`config.mk`:
```
export PLATFORM = sky130hd
export DESIGN_NAME = m64x_queue
export DESIGN_NICKNAME = d
export VERILOG_FILES = /design/src/hw/rtl/m64x_pkg.sv /design/src/hw/rtl/m64x_queue.sv
export SDC_FILE = /design/constraint.sdc
export NUM_CORES = 1
export LEC_CHECK = 0
export ABC_AREA = 1
export BUFFER_PORTS_ARGS = -buffer_cell sky130_fd_sc_hd__clkbuf_2
export CAP_MARGIN = 20
export CORE_ASPECT_RATIO = 0.8
export CORE_UTILIZATION = 37
export DETAILED_ROUTE_END_ITERATION = 6
export PLACE_DENSITY = 0.62
export SETUP_SLACK_MARGIN = 0.4
export SYNTH_ARGS = -nofsm -noshare
export SYNTH_HDL_FRONTEND = slang
export SYNTH_SLANG_ARGS = --single-unit
export TNS_END_PERCENT = 30
```
`constraint.sdc`:
```
create_clock -name clk -period 5.9 [get_ports clk]
set_input_delay 0.885 -clock clk [delete_from_list [all_inputs] [get_ports clk]]
set_output_delay 0.885 -clock clk [all_outputs]
set_load 0.03 [all_outputs]
```
`src/hw/rtl/m64x_pkg.sv`:
```
// Shared types and constants for the MIPS64 integer execute core.
package m64x_pkg;

  localparam int unsigned XLEN = 64;

  typedef enum logic [2:0] {
    ST_OK       = 3'd0,
    ST_BREAK    = 3'd1,
    ST_TRAP     = 3'd2,
    ST_OVF      = 3'd3,
    ST_RESERVED = 3'd4,
    ST_OUTSIDE  = 3'd5,
    ST_AWAIT    = 3'd6
  } status_t;

  typedef enum logic [1:0] {
    MOP_NONE  = 2'd0,
    MOP_READ  = 2'd1,
    MOP_WRITE = 2'd2
  } mem_op_t;

  typedef enum logic [1:0] {
    BK_NONE    = 2'd0,
    BK_BRANCH  = 2'd1,
    BK_DELAY   = 2'd2,
    BK_NULLIFY = 2'd3
  } branch_kind_t;

  localparam logic CFG_START_PC    = 1'b0;
  localparam logic CFG_START_STACK = 1'b1;

  // Entry queued between the accepting front and the execute back end.
  typedef struct packed {
    logic        func;
    logic [31:0] instr;
    logic [31:0] load_word;
  } req_t;

  typedef struct packed {
    logic [31:0] next_pc;
    logic [2:0]  status;
    logic [1:0]  mem_op;
    logic [31:0] mem_addr;
    logic [31:0] mem_wdata;
    logic [3:0]  mem_byte_en;
  } rsp_t;

  function automatic logic [63:0] sx32(input logic [31:0] v);
    return {{32{v[31]}}, v};
  endfunction

  function automatic logic lts(input logic [63:0] a, input logic [63:0] b);
    return $signed(a) < $signed(b);
  endfunction

endpackage

```
`src/hw/rtl/m64x_queue.sv`:
```
// Two-entry request queue between front and back.
module m64x_queue import m64x_pkg::*; (
  input  logic clk,
  input  logic rst_n,
  input  logic push,
  input  req_t push_data,
  output logic full,
  input  logic pop,
  output logic empty,
  output req_t pop_data
);
  req_t       mem_r [2];
  logic       wp_r, rp_r;
  logic [1:0] cnt_r;

  assign full     = cnt_r == 2'd2;
  assign empty    = cnt_r == 2'd0;
  assign pop_data = mem_r[rp_r];

  always_ff @(posedge clk) begin
    if (push) begin
      mem_r[wp_r] <= push_data;
    end
    if (!rst_n) begin
      wp_r  <= 1'b0;
      rp_r  <= 1'b0;
      cnt_r <= 2'd0;
    end else begin
      if (push) wp_r <= ~wp_r;
      if (pop) rp_r <= ~rp_r;
      cnt_r <= cnt_r + {1'b0, push} - {1'b0, pop};
    end
  end
endmodule

```
==> results of run 1 <==
## power groups by stage
stage / combinational, mW / clock [mW] / sequential (mW)
detailed placement: 0.284 / 0 / 1.15
global placement: 0.267 / 0 / 1.16
floorplan: 0.205 / 0 / 1.14
CTS: 0.285 / 1.23 / 1.13
global route: 0.298 / 1.27 / 1.13
finish: 0.280 / 1.21 / 1.13
## cells in the mapped netlist (all sizes together)
cell,instances,area (sq um)
buf,7,72.6
edfxtp,130,3900
nand2,8,30.0
dfxtp,5,100
mux2,65,920
nor2,9,33.8
a21oi,1,5.00
nand3,1,5.00
inv,7,26.3
ha,2,25.0
## routing by layer
metal,GRT usage (%),routed length [um],vias to the layer above
met2,19.3,3930,102
met1,15.2,3810,1256
met4,4.38,63,0
met5,0,0,-
met3,6.43,642,7
li1,-,-,1208
## area by class of cell
class	count	area (sq um)
fillers	1141	6860
flip-flops and latches	135	4010
multi-input cells	86	1030
repair buffers	138	718
clock buffers	18	429
clock inverters	14	254
well taps	180	225
inverters	7	26.3
## registers in the layout, summed over array words and instances (netlist names), named ones only
| name | cells |
|---|---|
| wp_r | 1 |
| mem_r | 130 |
| cnt_r | 2 |
| rp_r | 1 |
## final timing paths
check,start,to,slack [ns],cells past startpoint
hold / removal,rp_r,rp_r,0.52,2
setup / recovery,register,pop_data[3],3.10,3
setup reg to reg,wp_r,mem_r[0][30],3.93,2
hold reg to reg,rp_r,rp_r,0.52,2
## kinds of logic after synthesis
logic type,after synthesis,share of synthesized area [%]
flip-flops,135,78.2
buffers and inverters,14,1.93
AND/OR/NAND/NOR,18,1.34
multiplexers,65,18.0
AO/OA/AOI/OAI,1,0.0976
adder cells (fa/ha/maj),2,0.489
## stage by stage
stage                     util (%)  setup slack [ns]  power (mW)
after floorplan                  -              1.76        1.35
after CTS                     49.3              3.03        2.64
final                         49.3              3.10        2.61
after global placement        44.1              3.15        1.43
after global routing          49.3              2.98        2.70
after detailed placement      44.3              3.16        1.43
## worst min-delay path, stage by stage (launching register included)
cell	delay, ns
dfxtp_1	0.33
nor2_1	0.06
nor2_1	0.09
==> metrics, run 1 <==
GP Congestion=0.702; CTS Hold Bufs=0; global-route wire length before repair=13100 um; diode count=0; Critical Path Slowest Stage Cell=dfxtp_4; Seq pwr share=43.2%; Post-DRT Antenna Nets=0; Arrival @ worst endpoint=1.91 ns; most frequent cells in the layout=clkbuf_2 (135), edfxtp_1 (130), mux2_4 (50); CTS tree=built; Setup Skew=around 0.0075 ns; Iter 0 DRT Violations=approximately 120; CP Buf/Inv Count=2; Setup Total Neg Slack=0 ns; Worst setup SP type=register; vias in the first global route=2666; required time of the worst setup path=5.02 ns; Crit path max-delay family=flip-flops; syn_nets=306; Die W=134 um; P_int=2.05 mW; Hold Vio Cnt, Final=0; clk_lat worst skew=0.41 ns; sequential area share after synthesis=78.2%; CP Cell Sequence=buf_16 -> mux2_2 -> clkbuf_2; maxcap violations=0; CTS Buf Count=17; Clock Power Share=a little under half; Hold Crit Class=reg2reg; pwr/cell area=391 mW/mm^2; RSZ-0062 raised after global routing=no; full die area=0.0143 sq mm; crit-path max cell delay=roughly 0.60 ns; Core Region=between 0.01 and 0.015 sq mm; via count=2573; post-synth cell types=12; Syn-to-layout area delta=30.6%; minimum clock period=2.80 ns; share of cells above drive strength 1=59.0%; Die H=107 um; Reg clk slew, reported paths=0.06 ns; max-slew violations=0; Layout Nets=456; Std-Cell Rows=38; DRC=0; Cell Count Post-Placement=546; CTS Root Cell=clkbuf_16; Hold Slack=0.517 ns; Post-Layout Cell Count=578; Post-CTS Repair Setup Buffers=0; DR pass1 iterations=6; combinational power share=10.7%; fmax=357 MHz; endpoint class of the critical path=primary output; Congestion Overflow GR=0; Leakage=2.69 nW; Vias/cell=4.45; #FFs+latches synth=135; Sink Count=135; critical-path maximum fanout=43; # resized after CTS=0; Peak VDD IR=0.000285 V; Psw=0.562 mW; Initial Util=37.8%; Mean Syn Cell Area=21.8 sq um; Max Root-Sink Buffers=2; Sw Share=between 20% and 30%; post-layout instance area=0.00669 sq mm; Setup-failing EPs final=0; Placed Instance Area=0.00600 sq mm; initial antenna violation count=0; WS Path Type=reg2out; routed len/inst=14.6 um; worst-margin pin slew=0.880 ns; status=finished, final reports clean; period utilization=47.4%; mapped cell area=0.00512 sq mm; synth warn=0; post-synthesis cell count=235; Slew HR=41.3%; Port-buffer cells=135; H-tree levels=4; Global Route Usage Sum=between 10% and 20%; IO Pins=around 140; pin count of the biggest net entering global routing=66; Detailed Place HPWL=5540 um; final WL=8450 um; most common library cell in the layout ignoring fill and taps=clkbuf_2
No activity file was read; power rests on OpenSTA's default activity.
==> run 2: changes to the inputs <==
Clock period 5.9 ns to 2.85 ns, I/O delays scaled along.
==> run 2 against run 1 <==
Compared with the run above: sequential share of layout area increased by 0.52 points; clock power grew 84%; sequential power increased by 110%; routed wire length is 4.4% higher; critical path type unchanged; largest power group is now sequential cells.
==> metrics, run 2 (synthesis results as in run 1) <==
status=finished, final reports clean; Worst Hold Path EP=mem_r[1][63]; maxcap violations=0 (unchanged); fmax=465 MHz; CTS Root Cell=clkbuf_16; max reg flops=130 (unchanged); Hold Vio Cnt, Final=0 (unchanged); pin count of the biggest net entering global routing=40 (-39%); GP Congestion=0.695 (-0.90%); Reg2Reg Setup Slack=1.46 ns (-2.47 ns); Peak VDD IR=0.000389 V (+37%); CTS Hold Bufs=0 (unchanged); Initial Util=37.8% (unchanged); most frequent cells in the layout=clkbuf_2 (135), edfxtp_1 (130), mux2_4 (50); Core Region=0.0136 sq mm (unchanged); DR pass1 iterations=4 (-2); IO Pins=136 (unchanged); Post-Layout Cell Count=581 (+0.52%); full die area=0.0143 sq mm (unchanged); RSZ-0062 raised after global routing=no; Port-buffer cells=135 (unchanged); vias in the first global route=2777 (+4.2%); Hold Slack=0.206 ns (-0.311 ns); worst-margin pin slew=0.537 ns (-0.343 ns); reg2reg start=wp_r; minimum clock period=2.15 ns; Layout fillers=1167 (+2.3%); H-tree levels=4 (unchanged); Cell Count Post-Placement=549 (+0.55%); global-route wire length before repair=13700 um (+4.6%); Setup Total Neg Slack=0 ns (unchanged); Reg clk slew, reported paths=0.06 ns (about the same); Syn-to-layout area delta=29.4%; most common library cell in the layout ignoring fill and taps=clkbuf_2; routed len/inst=15.2 um (+3.8%); Layout Nets=459 (+0.66%); Setup Skew=0.00773 ns (+0.000202 ns); Vias/cell=4.45 (-0.13%); Arrival @ worst endpoint=1.72 ns (-0.19 ns); Setup Slack @ Placement=1.10 ns (-2.06 ns); critical-path maximum fanout=26 (-40%); Setup-failing EPs final=0 (unchanged); register bank with the most flops=mem_r; hold_sp=push_data[63]; via count=2583 (+0.39%); period utilization=75.5%; Worst setup SP type=register; Post-CTS Repair Setup Buffers=0 (unchanged); Post-DRT Antenna Nets=0 (unchanged); required time of the worst setup path=2.42 ns (-2.60 ns); Congestion Overflow GR=0 (unchanged); Detailed Place HPWL=5840 um (+5.5%); endpoint class of the critical path=primary output; R2R depth=3 (+1); Std-Cell Rows=38 (unchanged); Slew HR=64.2% (+23 points); PnR worst setup slack=0.699 ns (-2.40 ns); Max Root-Sink Buffers=2 (unchanged); Global Route Usage Sum=13.3% (+0.67 points); clk_lat worst skew=0.41 ns (about the same); Sink Count=135 (unchanged); hold path depth=1 (-1); Die W=134 um (unchanged); Critical R2R Capture=mem_r[1][53]; initial antenna violation count=0 (unchanged); DRC=0 (unchanged); # resized after CTS=0 (unchanged); Iter 0 DRT Violations=134 (+11%); max-slew violations=0 (unchanged); Hold Crit Class=in2reg; WS Path Type=reg2out; Die H=107 um (unchanged); CTS Buf Count=17 (unchanged); final WL=8810 um (+4.4%); pwr/cell area=777 mW/mm^2 (+99%); share of cells above drive strength 1=59.6% (+0.56 points); CTS tree=built; top flop regs=mem_r: 130 flops, cnt_r: 2 flops; Leakage=2.68 nW (-0.44%); diode count=0 (unchanged)
==> run 2: cell types whose count changed in the layout (fill, tap and decap cells not counted) <==
cell        before  now
buf_12           0    1
inv_6            0    1
clkinvlp_4       3    2
clkinv_2         1    5
buf_4            2    5
clkinv_1         2    1
bufinv_16        7    4
buf_16           1    0
==> run 2: worst max path at each step <==
| stage | startpoint | depth (start not counted) | end | slack [ns] |
|---|---|---|---|---|
| 2_1_floorplan | push | 2 | mem_r[1][0] | 0.67 |
| 4_1_cts | register | 3 | pop_data[12] | 0.65 |
| 5_1_grt | register | 3 | pop_data[12] | 0.59 |
| 3_3_place_gp | register | 3 | pop_data[10] | 1.13 |
| 6_report | register | 3 | pop_data[10] | 0.70 |
| 3_5_place_dp | register | 3 | pop_data[12] | 1.10 |
==> run 2: metal layers <==
| metal | vias to the layer above | track usage [%] | share of wire [%] |
|---|---|---|---|
| li1 | 1220 | - | - |
| met1 | 1261 | 15.5 | 43 |
| met2 | 95 | 21.2 | 50 |
| met3 | 7 | 6.15 | 6.5 |
| met4 | 0 | 5.11 | 0.78 |
| met5 | - | 0 | 0 |
==> run 2: cell type report <==
type / instances / area (sq um) / area share, %
clock buffer: 18 / 429 / 6.47
sequential: 135 / 4010 / 60.5
clock inverter: 14 / 181 / 2.74
tap: 180 / 225 / 3.40
multi-input combinational: 86 / 1030 / 15.5
timing repair buffer: 141 / 733 / 11.1
inverter: 7 / 26.3 / 0.396
==> run 2: worst max-delay path, stage by stage (launching register included) <==
cell      delay, ns
dfxtp_4        0.35
buf_4          0.38
mux2_2         0.39
clkbuf_2       0.18
==> run 2: where the power goes <==
group	leakage [nW]	switching (mW)	internal, mW
sequential	1.26	0.0288	2.30
clock	0.297	0.779	1.45
combinational	1.12	0.362	0.228
==> run 2: per-stage QoR <==
| stage | util (%) | power [mW] | cell area (sq um) |
|---|---|---|---|
| 2_1_floorplan | - | 2.79 | 5130 |
| 3_3_place_gp | 44.4 | 2.95 | 6020 |
| 3_5_place_dp | 44.4 | 2.97 | 6020 |
| 4_1_cts | 48.9 | 5.22 | 6630 |
| 5_1_grt | 48.9 | 5.35 | 6630 |
| 6_report | 48.9 | 5.15 | 6630 |
